==> src/rtl/assert_macros.svh <==
// ----------------------------------------------------------------------------
// Assertion macros
// Shared helpers for the concurrent checks in the CRC frame block. Each use
// expects signals clk and arst_n in the calling scope.
// ----------------------------------------------------------------------------
`ifndef ASSERT_MACROS_SVH
`define ASSERT_MACROS_SVH

// Same-cycle implication, disabled during reset.
`define CRC_ASSERT(lbl, ante, cons) \
	lbl: assert property (@(posedge clk) disable iff (!arst_n) (ante) |-> (cons)) \
		else $error("crc32fg assertion failed");

// Next-cycle implication, disabled during reset.
`define CRC_ASSERT_NEXT(lbl, ante, cons) \
	lbl: assert property (@(posedge clk) disable iff (!arst_n) (ante) |=> (cons)) \
		else $error("crc32fg assertion failed");

`endif

==> src/rtl/crc32fg_pkg.sv <==
// ----------------------------------------------------------------------------
// crc32fg_pkg
// Types, codes and the CRC-32 update network shared by the frame CRC
// generator/checker.
// ----------------------------------------------------------------------------
package crc32fg_pkg;

	localparam int unsigned DATA_W     = 8;
	localparam int unsigned CRC_W      = 32;
	localparam int unsigned LEN_W      = 16;
	localparam int unsigned CNT_W      = 17;
	localparam int unsigned KIND_W     = 2;
	localparam int unsigned CFG_IDX_W  = 2;
	localparam int unsigned CFG_DATA_W = 16;

	localparam logic [CRC_W-1:0] CRC_POLY = 32'h04C1_1DB7;
	localparam logic [CRC_W-1:0] CRC_INIT = 32'hFFFF_FFFF;
	localparam logic [CRC_W-1:0] CRC_MSB  = 32'h8000_0000;

	localparam logic [LEN_W-1:0] PAYLOAD_LENGTH_RESET = 16'd12;

	// Kind of each result word.
	typedef enum logic [KIND_W-1:0] {
		KIND_PAYLOAD = 2'd0,
		KIND_CRC     = 2'd1,
		KIND_VERDICT = 2'd2
	} kind_t;

	// Configuration register indexes.
	typedef enum logic [CFG_IDX_W-1:0] {
		REG_FRAME_MODE     = 2'd0,
		REG_PAYLOAD_LENGTH = 2'd1
	} reg_idx_t;

	typedef enum logic {
		MODE_GENERATE = 1'b0,
		MODE_CHECK    = 1'b1
	} frame_mode_t;

	// How many result words one input byte produces, and how they are laid out.
	typedef enum logic [1:0] {
		BND_SINGLE = 2'd0,
		BND_GEN    = 2'd1,
		BND_CHK    = 2'd2
	} bundle_kind_t;

	// Everything needed to replay the results of one input byte.
	typedef struct packed {
		bundle_kind_t       bkind;
		kind_t              kind;
		logic [DATA_W-1:0]  data;
		logic [CRC_W-1:0]   crc;
		logic               ok;
	} bundle_t;

	typedef logic [CRC_W-1:0][CRC_W-1:0] crc_mat_t;

	// Column i holds x^(32+i) mod P: the effect of input bit i after 32 shifts.
	function automatic crc_mat_t crc_matrix();
		crc_mat_t    m;
		logic [CRC_W-1:0] r;
		for (int i = 0; i < CRC_W; i++) begin
			r = CRC_W'(1) << i;
			for (int j = 0; j < CRC_W; j++) begin
				if ((r & CRC_MSB) != '0) begin
					r = (r << 1) ^ CRC_POLY;
				end else begin
					r = r << 1;
				end
			end
			m[i] = r;
		end
		return m;
	endfunction

	localparam crc_mat_t CRC_MAT = crc_matrix();

	// One byte of the word-mode update as a flat XOR network.
	function automatic logic [CRC_W-1:0] crc_byte_step(logic [CRC_W-1:0] crc,
			logic [DATA_W-1:0] d);
		logic [CRC_W-1:0] v;
		logic [CRC_W-1:0] res;
		v   = crc ^ {{(CRC_W-DATA_W){1'b0}}, d};
		res = '0;
		for (int i = 0; i < CRC_W; i++) begin
			if (v[i]) begin
				res = res ^ CRC_MAT[i];
			end
		end
		return res;
	endfunction

endpackage

==> src/rtl/crc32fg_intf.sv <==
// ----------------------------------------------------------------------------
// crc32fg channel interfaces
// Valid/ready channels for input bytes, result words and register writes.
// ----------------------------------------------------------------------------

// Input byte channel.
interface crc32fg_in_if;
	import crc32fg_pkg::*;

	logic              valid;
	logic              ready;
	logic [DATA_W-1:0] data_byte;
	logic              frame_start;

	modport source(output valid, output data_byte, output frame_start, input ready);
	modport sink(input valid, input data_byte, input frame_start, output ready);
endinterface

// Result word channel.
interface crc32fg_out_if;
	import crc32fg_pkg::*;

	logic              valid;
	logic              ready;
	logic [DATA_W-1:0] out_byte;
	logic [KIND_W-1:0] out_kind;
	logic              crc_ok;
	logic [CRC_W-1:0]  crc_value;
	logic              last;

	modport source(output valid, output out_byte, output out_kind, output crc_ok,
		output crc_value, output last, input ready);
	modport sink(input valid, input out_byte, input out_kind, input crc_ok,
		input crc_value, input last, output ready);
endinterface

// Register write channel.
interface crc32fg_cfg_if;
	import crc32fg_pkg::*;

	logic                  valid;
	logic                  ready;
	logic [CFG_IDX_W-1:0]  index;
	logic [CFG_DATA_W-1:0] wdata;

	modport source(output valid, output index, output wdata, input ready);
	modport sink(input valid, input index, input wdata, output ready);
endinterface

==> src/rtl/crc32fg_frame.sv <==
// ----------------------------------------------------------------------------
// crc32fg_frame
// Frame state (CRC, byte count, mismatch flag) and the single-pass update for
// one registered input byte. Produces the bundle of results for that byte.
// ----------------------------------------------------------------------------
module crc32fg_frame (
	input  logic                                 clk,
	input  logic                                 arst_n,
	input  logic                                 advance,
	input  logic [crc32fg_pkg::DATA_W-1:0]       data_byte,
	input  logic                                 frame_start,
	input  crc32fg_pkg::frame_mode_t             frame_mode,
	input  logic [crc32fg_pkg::LEN_W-1:0]        payload_length,
	output crc32fg_pkg::bundle_t                 bundle
);
	import crc32fg_pkg::*;

	logic [CRC_W-1:0]  crc_q, crc_base, crc_new, crc_d;
	logic [CNT_W-1:0]  cnt_q, cnt_base, cnt_inc, cnt_over, cnt_d, len;
	logic              mis_q, mis_base, mis_now, mis_d;
	logic [1:0]        crc_idx;
	logic [DATA_W-1:0] expect_byte;

	// Next state and result bundle for the byte held in the input register.
	always_comb begin
		len = (payload_length == '0) ? CNT_W'(1) : {1'b0, payload_length};

		// A frame start clears everything before the byte is taken.
		crc_base = frame_start ? CRC_INIT : crc_q;
		cnt_base = frame_start ? '0 : cnt_q;
		mis_base = frame_start ? 1'b0 : mis_q;

		cnt_over = cnt_base - len;
		crc_idx  = cnt_over[1:0];

		// A frame left stale by a register change rearms on this byte.
		if (cnt_base >= len && (frame_mode == MODE_GENERATE || cnt_over >= CNT_W'(4))) begin
			crc_base = CRC_INIT;
			cnt_base = '0;
			mis_base = 1'b0;
		end

		crc_new = crc_byte_step(crc_base, data_byte);
		cnt_inc = cnt_base + CNT_W'(1);

		case (crc_idx)
			2'd0:    expect_byte = crc_base[31:24];
			2'd1:    expect_byte = crc_base[23:16];
			2'd2:    expect_byte = crc_base[15:8];
			default: expect_byte = crc_base[7:0];
		endcase
		mis_now = mis_base | (data_byte != expect_byte);

		bundle.bkind = BND_SINGLE;
		bundle.kind  = KIND_PAYLOAD;
		bundle.data  = data_byte;
		bundle.crc   = crc_new;
		bundle.ok    = 1'b0;
		crc_d        = crc_new;
		cnt_d        = cnt_inc;
		mis_d        = mis_base;

		if (cnt_base < len) begin
			// Payload byte; the last one in generate mode appends the CRC.
			if (cnt_inc == len && frame_mode == MODE_GENERATE) begin
				bundle.bkind = BND_GEN;
				crc_d        = CRC_INIT;
				cnt_d        = '0;
				mis_d        = 1'b0;
			end
		end else begin
			// Received CRC byte in check mode.
			bundle.kind = KIND_CRC;
			bundle.crc  = crc_base;
			crc_d       = crc_base;
			mis_d       = mis_now;
			if (crc_idx == 2'd3) begin
				bundle.bkind = BND_CHK;
				bundle.ok    = !mis_now;
				crc_d        = CRC_INIT;
				cnt_d        = '0;
				mis_d        = 1'b0;
			end
		end
	end

	// Frame state registers, updated when the byte moves on.
	always_ff @(posedge clk or negedge arst_n) begin
		if (!arst_n) begin
			crc_q <= CRC_INIT;
			cnt_q <= '0;
			mis_q <= 1'b0;
		end else if (advance) begin
			crc_q <= crc_d;
			cnt_q <= cnt_d;
			mis_q <= mis_d;
		end
	end

endmodule

==> src/rtl/crc32fg_emit.sv <==
// ----------------------------------------------------------------------------
// crc32fg_emit
// Result register. Holds one input byte's bundle and hands its result words
// out one per cycle while ready is high, CRC bytes most significant first.
// ----------------------------------------------------------------------------
`include "assert_macros.svh"

module crc32fg_emit (
	input  logic                 clk,
	input  logic                 arst_n,
	input  logic                 load,
	input  crc32fg_pkg::bundle_t bundle_in,
	output logic                 free,
	crc32fg_out_if.source        res
);
	import crc32fg_pkg::*;

	bundle_t    b_q;
	logic       valid_q;
	logic [2:0] idx_q;
	logic [2:0] last_idx;
	logic       is_last;

	// Position of the final word of the held bundle.
	always_comb begin
		case (b_q.bkind)
			BND_GEN: last_idx = 3'd4;
			BND_CHK: last_idx = 3'd1;
			default: last_idx = 3'd0;
		endcase
		is_last = (idx_q == last_idx);
		free    = !valid_q || (res.ready && is_last);
	end

	// Word counter and occupancy.
	always_ff @(posedge clk or negedge arst_n) begin
		if (!arst_n) begin
			valid_q <= 1'b0;
			idx_q   <= '0;
		end else if (load) begin
			valid_q <= 1'b1;
			idx_q   <= '0;
		end else if (valid_q && res.ready) begin
			if (is_last) begin
				valid_q <= 1'b0;
			end else begin
				idx_q <= idx_q + 3'd1;
			end
		end
	end

	// Bundle payload.
	always_ff @(posedge clk) begin
		if (load) begin
			b_q <= bundle_in;
		end
	end

	// Word selection.
	always_comb begin
		res.valid     = valid_q;
		res.out_byte  = b_q.data;
		res.out_kind  = b_q.kind;
		res.crc_ok    = 1'b0;
		res.crc_value = b_q.crc;
		res.last      = is_last;
		case (b_q.bkind)
			BND_GEN: begin
				if (idx_q != 3'd0) begin
					res.out_kind = KIND_CRC;
					case (idx_q)
						3'd1:    res.out_byte = b_q.crc[31:24];
						3'd2:    res.out_byte = b_q.crc[23:16];
						3'd3:    res.out_byte = b_q.crc[15:8];
						default: res.out_byte = b_q.crc[7:0];
					endcase
				end
			end
			BND_CHK: begin
				if (idx_q != 3'd0) begin
					res.out_kind = KIND_VERDICT;
					res.out_byte = '0;
					res.crc_ok   = b_q.ok;
				end
			end
			default: begin
			end
		endcase
	end

	`CRC_ASSERT(a_verdict_is_last, res.valid && res.out_kind == KIND_VERDICT, res.last)
	`CRC_ASSERT(a_ok_only_verdict, res.valid && res.crc_ok, res.out_kind == KIND_VERDICT)
	`CRC_ASSERT_NEXT(a_stall_holds_word, valid_q && !res.ready, valid_q && $stable(idx_q))
	`CRC_ASSERT_NEXT(a_drain_empties, valid_q && res.ready && is_last && !load, !valid_q)

endmodule

==> src/rtl/crc32_frame_generate_check.sv <==
// ----------------------------------------------------------------------------
// crc32_frame_generate_check
// CRC-32 frame generator and checker, word-mode CRC over a byte stream.
// ----------------------------------------------------------------------------
// Each accepted byte is echoed as one result word, one byte per clock while the
// result side is ready, after passing the input register and then the result
// register. In generate mode the last payload byte yields five words (echo plus
// four CRC bytes, most significant first); in check mode the fourth received
// CRC byte yields two (the byte and the verdict). The result register hands out
// one word per cycle while the result side is ready and sets the rate, and
// input is taken while the result register drains its final word. The CRC
// starts at all ones, takes each byte as a zero-extended 32-bit word, and has
// no reflection or final inversion. Register writes are accepted every cycle
// and should be made while the block is idle.
// ----------------------------------------------------------------------------
module crc32_frame_generate_check (
	input  logic          clk,
	input  logic          arst_n,
	crc32fg_in_if.sink    frame_in,
	crc32fg_out_if.source result_out,
	crc32fg_cfg_if.sink   cfg_wr
);
	import crc32fg_pkg::*;

	frame_mode_t       mode_q;
	logic [LEN_W-1:0]  len_q;
	logic              valid_s1;
	logic [DATA_W-1:0] data_s1;
	logic              start_s1;
	logic              advance;
	logic              free;
	bundle_t           bundle;

	// Configuration registers.
	assign cfg_wr.ready = 1'b1;

	always_ff @(posedge clk or negedge arst_n) begin
		if (!arst_n) begin
			mode_q <= MODE_GENERATE;
			len_q  <= PAYLOAD_LENGTH_RESET;
		end else if (cfg_wr.valid) begin
			case (reg_idx_t'(cfg_wr.index))
				REG_FRAME_MODE:     mode_q <= frame_mode_t'(cfg_wr.wdata[0]);
				REG_PAYLOAD_LENGTH: len_q  <= cfg_wr.wdata[LEN_W-1:0];
				default: begin
				end
			endcase
		end
	end

	// Input register handshake.
	assign advance        = valid_s1 && free;
	assign frame_in.ready = !valid_s1 || advance;

	always_ff @(posedge clk or negedge arst_n) begin
		if (!arst_n) begin
			valid_s1 <= 1'b0;
		end else if (frame_in.valid && frame_in.ready) begin
			valid_s1 <= 1'b1;
		end else if (advance) begin
			valid_s1 <= 1'b0;
		end
	end

	always_ff @(posedge clk) begin
		if (frame_in.valid && frame_in.ready) begin
			data_s1  <= frame_in.data_byte;
			start_s1 <= frame_in.frame_start;
		end
	end

	// Frame state and per-byte update.
	crc32fg_frame u_frame (
		.clk            (clk),
		.arst_n         (arst_n),
		.advance        (advance),
		.data_byte      (data_s1),
		.frame_start    (start_s1),
		.frame_mode     (mode_q),
		.payload_length (len_q),
		.bundle         (bundle)
	);

	// Result register and word sequencing.
	crc32fg_emit u_emit (
		.clk       (clk),
		.arst_n    (arst_n),
		.load      (advance),
		.bundle_in (bundle),
		.free      (free),
		.res       (result_out)
	);

endmodule

==> src/flat_wrapper.sv <==
// flat-port wrapper written by rule: the top's interface ports become plain ports
module crc32_frame_generate_check_flat import crc32fg_pkg::*;
  (clk, arst_n, frame_in_valid, frame_in_data_byte, frame_in_frame_start, frame_in_ready, result_out_valid, result_out_out_byte, result_out_out_kind, result_out_crc_ok, result_out_crc_value, result_out_last, result_out_ready, cfg_wr_valid, cfg_wr_index, cfg_wr_wdata, cfg_wr_ready);
  crc32fg_in_if frame_in_i ();
  crc32fg_out_if result_out_i ();
  crc32fg_cfg_if cfg_wr_i ();
  input  logic clk;
  input  logic arst_n;
  input wire logic [$bits(frame_in_i.valid)-1:0] frame_in_valid;
  input wire logic [$bits(frame_in_i.data_byte)-1:0] frame_in_data_byte;
  input wire logic [$bits(frame_in_i.frame_start)-1:0] frame_in_frame_start;
  output wire logic [$bits(frame_in_i.ready)-1:0] frame_in_ready;
  output wire logic [$bits(result_out_i.valid)-1:0] result_out_valid;
  output wire logic [$bits(result_out_i.out_byte)-1:0] result_out_out_byte;
  output wire logic [$bits(result_out_i.out_kind)-1:0] result_out_out_kind;
  output wire logic [$bits(result_out_i.crc_ok)-1:0] result_out_crc_ok;
  output wire logic [$bits(result_out_i.crc_value)-1:0] result_out_crc_value;
  output wire logic [$bits(result_out_i.last)-1:0] result_out_last;
  input wire logic [$bits(result_out_i.ready)-1:0] result_out_ready;
  input wire logic [$bits(cfg_wr_i.valid)-1:0] cfg_wr_valid;
  input wire logic [$bits(cfg_wr_i.index)-1:0] cfg_wr_index;
  input wire logic [$bits(cfg_wr_i.wdata)-1:0] cfg_wr_wdata;
  output wire logic [$bits(cfg_wr_i.ready)-1:0] cfg_wr_ready;
  assign frame_in_i.valid = frame_in_valid;
  assign frame_in_i.data_byte = frame_in_data_byte;
  assign frame_in_i.frame_start = frame_in_frame_start;
  assign frame_in_ready = frame_in_i.ready;
  assign result_out_valid = result_out_i.valid;
  assign result_out_out_byte = result_out_i.out_byte;
  assign result_out_out_kind = result_out_i.out_kind;
  assign result_out_crc_ok = result_out_i.crc_ok;
  assign result_out_crc_value = result_out_i.crc_value;
  assign result_out_last = result_out_i.last;
  assign result_out_i.ready = result_out_ready;
  assign cfg_wr_i.valid = cfg_wr_valid;
  assign cfg_wr_i.index = cfg_wr_index;
  assign cfg_wr_i.wdata = cfg_wr_wdata;
  assign cfg_wr_ready = cfg_wr_i.ready;
  crc32_frame_generate_check u_core (.clk(clk), .arst_n(arst_n), .frame_in(frame_in_i), .result_out(result_out_i), .cfg_wr(cfg_wr_i));
endmodule
==> config.mk <==
export PLATFORM = sky130hd
export DESIGN_NAME = crc32_frame_generate_check_flat
export DESIGN_NICKNAME = d
export VERILOG_FILES = /design/src/rtl/crc32fg_pkg.sv /design/src/rtl/crc32fg_intf.sv /design/src/rtl/crc32fg_frame.sv /design/src/rtl/crc32fg_emit.sv /design/src/rtl/crc32_frame_generate_check.sv /design/src/flat_wrapper.sv
export VERILOG_INCLUDE_DIRS = /design/src /design/src/rtl
export SDC_FILE = /design/constraint.sdc
export NUM_CORES = 1
export LEC_CHECK = 0
export BUFFER_PORTS_ARGS = -buffer_cell sky130_fd_sc_hd__clkbuf_2
export CORE_MARGIN = 5
export CORE_UTILIZATION = 35
export DETAILED_ROUTE_END_ITERATION = 16
export PLACE_DENSITY = 0.59
export SYNTH_ARGS = -nofsm -noshare
export SYNTH_HDL_FRONTEND = slang
export SYNTH_HIERARCHICAL = 1
export SYNTH_SLANG_ARGS = --single-unit
export TNS_END_PERCENT = 10
==> constraint.sdc <==
create_clock -name clk -period 9.4 [get_ports clk]
set_clock_uncertainty 0.1 [all_clocks]
set_input_delay 2.82 -clock clk [delete_from_list [all_inputs] [get_ports clk]]
set_output_delay 2.82 -clock clk [all_outputs]
set_load 0.01 [all_outputs]
-- Word level (Yosys, flattened, before mapping)
Index checks and enable logic that the tools add are counted.
- eq/ne operators: 13
- bitwise operators: 35
- $add $sub $neg: 3
- reduce and logical (&&, ||, !) cells: 24
- muxes and demuxes: 73
- $lt $le $gt $ge: 3
- operators with widths (kind ; count):
    $mux 32 ; 18
    $mux 31 ; 6
    $mux 30 ; 4
    $not 13->13 ; 9
    $mux 29 ; 3
    $mux 17 ; 5
    $not 14->14 ; 5
    $not 15->15 ; 4
    $mux 28 ; 2
    $mux 27 ; 2
    $not 12->12 ; 4
    $not 16->16 ; 3
    $pmux 8 s3 ; 2
    $not 18->18 ; 2
    $mux 33 ; 1
    $xor 32x8->32 ; 1
    $mux 26 ; 1
    $mux 25 ; 1
    $not 11->11 ; 2
    $not 20->20 ; 1
    $add 17x1->17 const B ; 1
    $eq 17x16->1 ; 1
    $ge 17x16->1 ; 1
    $ge 17x3->1 const B ; 1
    30 further kinds ; 71
- register bits: 126
- output and inout bits: 47
- logic and storage cells: 166
- input port bits: 32

-- Logic depth before layout (Yosys ltp)
- word-level depth: 73
- gate-level depth with buffers: 35
- mapped depth without buffers: 29

-- Cells and area by module
Netlist, hierarchy kept.
- modules (own cells, without submodules) (module ; instances ; area each (µm²) ; cells each ; sequential area each (µm²)):
    crc32fg_frame ; 1 ; 8523.2 ; 1082 ; 1291.2
    crc32fg_emit ; 1 ; 2448.6 ; 185 ; 1451.4
    crc32_frame_generate_check ; 1 ; 1027.2 ; 53 ; 723.2

-- Least setup slack after synthesis
Ideal clock, no wire load.
- path type: register to register
- start point: register u_core.start_s1
- end point: register u_core.u_emit.b_q, in the netlist u_core/u_emit/res.crc_value[29] (data pin)
- path buffers: 9
- stages on the path, launching flop included: 32
- library setup time: 0.255 ns
- setup slack: 2.528 ns
- arrival time: 6.517 ns
- clock period less this slack: 6.872 ns
- data required time: 9.045 ns
- cells stage by stage: edfxtp_1 > clkbuf_1 > clkbuf_1 > nand2b_1 > ha_1 > inv_1 > fa_1 > a21oi_1 > o211ai_1 > mux2i_1 > nand3_1 > nor4_2 > a31o_1 > buf_2 > buf_1 > buf_2 > clkbuf_1 > and2_1 > ha_1 > a21o_1 > a21oi_1 > nand2_1 > o21ai_0 > a21o_1 > a31oi_1 > or2_2 > a41oi_1 > buf_2 > clkbuf_1 > clkbuf_1 > nand2_1 > o21a_1
- RTL lines (what ; line ; RTL):
    start: declaration ; crc32_frame_generate_check.sv:29 ; logic start_s1;
    start signal: assignment ; crc32_frame_generate_check.sv:68 ; start_s1 <= frame_in.frame_start;
    end signal: assignment ; crc32fg_emit.sv:55 ; b_q <= bundle_in;
    end: declaration ; crc32fg_emit.sv:18 ; bundle_t b_q;

-- Final worst setup path
- start point: register u_core.len_q[10]
- end point: register u_core.u_frame.crc_q[8]
- cells in the longest elaborated chain, start to end: 54
- elaborated cells on any way between the ends: 62
- those cells by class: 2 x add/sub; 3 x order compare; 2 x eq/ne; 38 x mux; 13 x bitwise; 4 x reduce/logical
- RTL lines (what ; line ; RTL):
    start: declaration ; crc32_frame_generate_check.sv:26 ; logic [LEN_W-1:0] len_q;
    start signal: assignment ; crc32_frame_generate_check.sv:44 ; REG_PAYLOAD_LENGTH: len_q <= cfg_wr.wdata[LEN_W-1:0];
    $logic_not 16->1 ; crc32fg_frame.sv:26 ; len = (payload_length == '0) ? CNT_W'(1) : {1'b0, payload_length};
    $mux 16 (*) ; crc32fg_frame.sv:26 ;
    $sub 17x16->17 ; crc32fg_frame.sv:33 ; cnt_over = cnt_base - len;
    $ge 17x3->1 ; crc32fg_frame.sv:37 ; if (cnt_base >= len && (frame_mode == MODE_GENERATE || cnt_over >= CNT_W'(4))) begin
    $logic_or 1x1->1 ; crc32fg_frame.sv:37 ;
    $logic_and 1x1->1 ; crc32fg_frame.sv:37 ;
    $mux 32 ; crc32fg_frame.sv:37 ;
    $xor 32x8->32 ; crc32fg_pkg.sv:83 ; v = crc ^ {{(CRC_W-DATA_W){1'b0}}, d};
    [... 36 more ...] ; - ;
    $mux 31 ; crc32fg_pkg.sv:86 ; if (v[i]) begin
    $mux 32 ; crc32fg_pkg.sv:86 ;
    $not 17->17 (no source line) ; - ;
    $mux 32 (3 in a row) ; crc32fg_pkg.sv:86 ;
    $not 18->18 (no source line) ; - ;
    $mux 32 ; crc32fg_pkg.sv:86 ;
    $mux 32 ; crc32fg_frame.sv:65 ; if (cnt_inc == len && frame_mode == MODE_GENERATE) begin
    $mux 32 (*) ; crc32fg_frame.sv:63 ; if (cnt_base < len) begin
    end signal: assignment ; crc32fg_frame.sv:94 ; crc_q <= crc_d;
    end: declaration ; crc32fg_frame.sv:18 ; logic [CRC_W-1:0] crc_q, crc_base, crc_new, crc_d;
Every way passes the cells marked *; elsewhere a longest branch is shown, timed or not.
A chain may end at the register's enable or synchronous reset.

==> flow_summary_export.csv <==
group,metric,value,unit
status,status,"complete, no violations",
layout,area_growth,7.30,%
global_route,grt_usage,18.9,%
place,dp_hpwl,27800,µm
setup_path,critPathRequiredTime,9.67,ns
setup_path,crit_top_cell,"nor2_1",
cts,clock_sinks,126,
cts,cts_inserted_buffers,17,
setup_path,slowest_delay,0.83,ns
die,die_area,38100,µm²
hold_path,worstHoldPathCells,2,
sta,rsz0062_at_grt,"no",
logic_synthesis,synthTopCellsByCount,"xnor2_1 (235), nor2_1 (105), xor2_1 (69), nand2_1 (61), a21oi_1 (58)",
sta,min_period,7.95,ns
drt,avgRoutedWirePerCell,20.8,µm
global_route,grt_pass1_vias,9750,
global_route,antenna_found_initial,0,
setup_path,path_delay_family,"simple AND/OR/NAND/NOR gates",
global_route,grt_pass1_wl,57100,µm
drt,drt-total-wl,36400,µm
logic_synthesis,yosysWarnings,6,
logic_synthesis,synth_edf_count,54,
logic_synthesis,netlist_instances,1320,
logic_synthesis,ys_ff_latch,126,
setup_path,cp-end-kind,"flop",
die,die_w,195,µm
sta,tightestPinTransition,1.01,ns
cts,post_cts_buffers,0,
setup_path,path_max_fanout,22,
cts,clock_path_buffers,2,
setup_path,arrival,8.22,ns
logic_synthesis,ys_top_cells_by_area,"xnor2_1 (17%), edfxtp_1 (14%), dfrtp_1 (7.9%), dfstp_2 (7.4%), xor2_1 (5.0%)",
sta,setup_viol,0,
cts,cts_resized,0,
logic_synthesis,syn_avg_cell_area,9.09,µm²
sta,timing.fmax,126,MHz
sta,tns,0,ns
hold_path,min_path_type,"flop to flop",
cts,cts.htree.levels,4,
logic_synthesis,synth_top_area_share,17.2,%
job,cap_viol_max_count,0,
layout,final_core_util,38.2,%
drt,vias_per_cell,5.57,
cts,clkTransAtPathRegs,0.06,ns
sta,maxSlewViolCount,0,
hold_path,holdCritStartpoint,"u_core/u_frame/mis_q",
logic_synthesis,ys_seq_area_share,28.9,%
sta,fin_crit_sh,84.6,%
drt,vias,9748,
logic_synthesis,synthArstFlopShare,57.1,%
logic_synthesis,synth.distinct_cells,101,
die,floorplan.initialDensity,35.6,%
drt,drt-initial-drc-count,965,
logic_synthesis,synth_largest_area_cell,"xnor2_1",
setup_path,cp-start-kind,"flop",
die,num_io_pins,79,
die,die_y,195,µm
setup_path,r2r-start,"u_core/len_q[10]",
place,gp_congestion,0.955,
place,portBuffers,77,
global_route,grt_max_degree,66,
cts,cts_tree,"yes",
layout,fin_area,12900,µm²
layout,post_route_cells_drive_above_1_share,16.8,%
die,core,33700,µm²
logic_synthesis,syn_nets,1393,
global_route,grt_overflow,0,
drt,drc_errors,0,
setup_path,slowest_stage,"nor4_2",
setup_path,cp_num_buf_inv,2,
sta,hold_viol,0,
die,row_count,67,
cts,holdBufCountCts,0,
cts,root_buffer,"clkbuf_16",
drt,ant_nets,0,
sta,slew_headroom,32.4,%
setup_path,r2r_cells,27,
place,placed_cell_area,12300,µm²
setup_path,regToRegSetupSlack,1.45,ns
hold_path,hold_end,"u_core/u_frame/mis_q",
layout,diodes,0,
logic_synthesis,synth.most_common_cell,"xnor2_1",
setup_path,r2r-end,"u_core/u_frame/crc_q[8]",
setup_path,critPathKind,"flop to flop",
logic_synthesis,syn-cell-area,12000,µm²
cts,clkLatencyLatePin,0.43,ns
logic_synthesis,yosys_most_used_dff,"edfxtp_1",
layout,final_net_count,1361,
drt,firstDrtPassIters,6,
-- per-stage QoR --
step	worst slack, ns	hold slack, ns	instances
after global placement	1.74	0.384	1717
after detailed placement	1.68	0.418	1717
after floorplan	2.53	0.350	1320
final	1.45	0.424	1749
after CTS	1.62	0.432	1749
after global routing	0.841	0.470	1749
-- metal layers --
metal	track usage [%]	routed length, µm
met1	24.1	15200
met2	32.0	17500
met3	3.05	2440
met4	7.29	1230
met5	0	0
-- worst reg2reg max path, cell delays in order, from the launching register on --
cell and delay (ns):
dfrtp_1 0.45, nor2_1 0.29, nand4_1 0.15, o21bai_1 0.36, ha_1 0.24, inv_1 0.07, fa_1 0.48, a21oi_1 0.19
o211ai_1 0.23, mux2i_1 0.23, nand3_1 0.10, nor4_2 0.83, a31oi_4 0.38, nor2_1 0.26, ha_1 0.26, nor2b_1 0.12
o21ai_0 0.24, a21oi_1 0.13, o21ai_0 0.21, a21o_1 0.16, a31oi_1 0.07, or2_2 0.32, a41oi_4 0.32, inv_1 0.34
nand2_1 0.73, nor2_1 0.08, nor3_1 0.35, o22a_1 0.20
-- flip-flops by register name (all words and copies together), names as in the netlist --
name / count
u_core/u_emit/res.crc_value: 32
u_core/u_frame/crc_q: 32
u_core/u_frame/cnt_q: 17
u_core/len_q: 16
u_core/u_emit/b_q: 13
u_core/data_s1: 8
u_core/u_emit/idx_q: 3
u_core/mode_q: 1
u_core/start_s1: 1
u_core/u_emit/res.valid: 1
u_core/u_frame/mis_q: 1
u_core/valid_s1: 1
-- logic make-up (layout without fill, tap and decap cells) --
group                    Yosys count  in the layout  synth area share, %
AND/OR/NAND/NOR                  340            340                 14.6
multiplexers                      31             31                 3.82
flip-flops                       126            126                 28.9
other                              2              2               0.0626
buffers and inverters            187            168                 7.73
adder cells (fa/ha/maj)           41             41                 4.34
AO/OA/AOI/OAI                    284            284                 17.5
XOR/XNOR                         309            309                 23.1
-- cells in the final DEF, fill, tap and decap left out, drive strengths merged, types with 5 or more instances in the layout --
cell type,n
a211oi,12
a21o,8
a21oi,61
a22oi,12
a31oi,12
and2,14
and3,8
buf,7
clkbuf,93
dfrtp,38
dfstp,34
edfxtp,54
ha,40
inv,60
mux2,18
mux2i,6
mux4,7
nand2,63
nand2b,9
nand3,25
nand4,14
nor2,108
nor2b,12
nor3,39
nor3b,13
o211a,6
o211ai,13
o21a,18
o21ai,41
o221a,10
o221ai,9
o22a,23
o22ai,9
o31ai,9
o32ai,5
or2,5
or3,7
xnor2,236
xor2,69
-- area by class of cell --
cell class | instances | area (µm²)
Fill cell | 3412 | 20800
Multi-Input combinational cell | 1007 | 7640
Tap cell | 448 | 561
Clock buffer | 17 | 425
Inverter | 53 | 199
Timing Repair Buffer | 83 | 433
Sequential cell | 126 | 3470
Clock inverter | 15 | 149
-- worst max-delay path by stage --
stage	startpoint	endpoint	cells after the start
5_1_grt	u_core/len_q[5]	u_core/u_frame/crc_q[8]	27
4_1_cts	u_core/len_q[5]	u_core/u_frame/crc_q[29]	28
6_report	u_core/len_q[10]	u_core/u_frame/crc_q[8]	27
2_1_floorplan	u_core/start_s1	u_core/u_emit/res.crc_value[29]	31
3_3_place_gp	u_core/len_q[10]	u_core/u_frame/crc_q[8]	27
3_5_place_dp	u_core/len_q[5]	u_core/u_frame/crc_q[8]	27
Power is left out: the tool's default activity adds up to more than one toggle a clock period on the data nets, which glitch-free logic cannot reach.
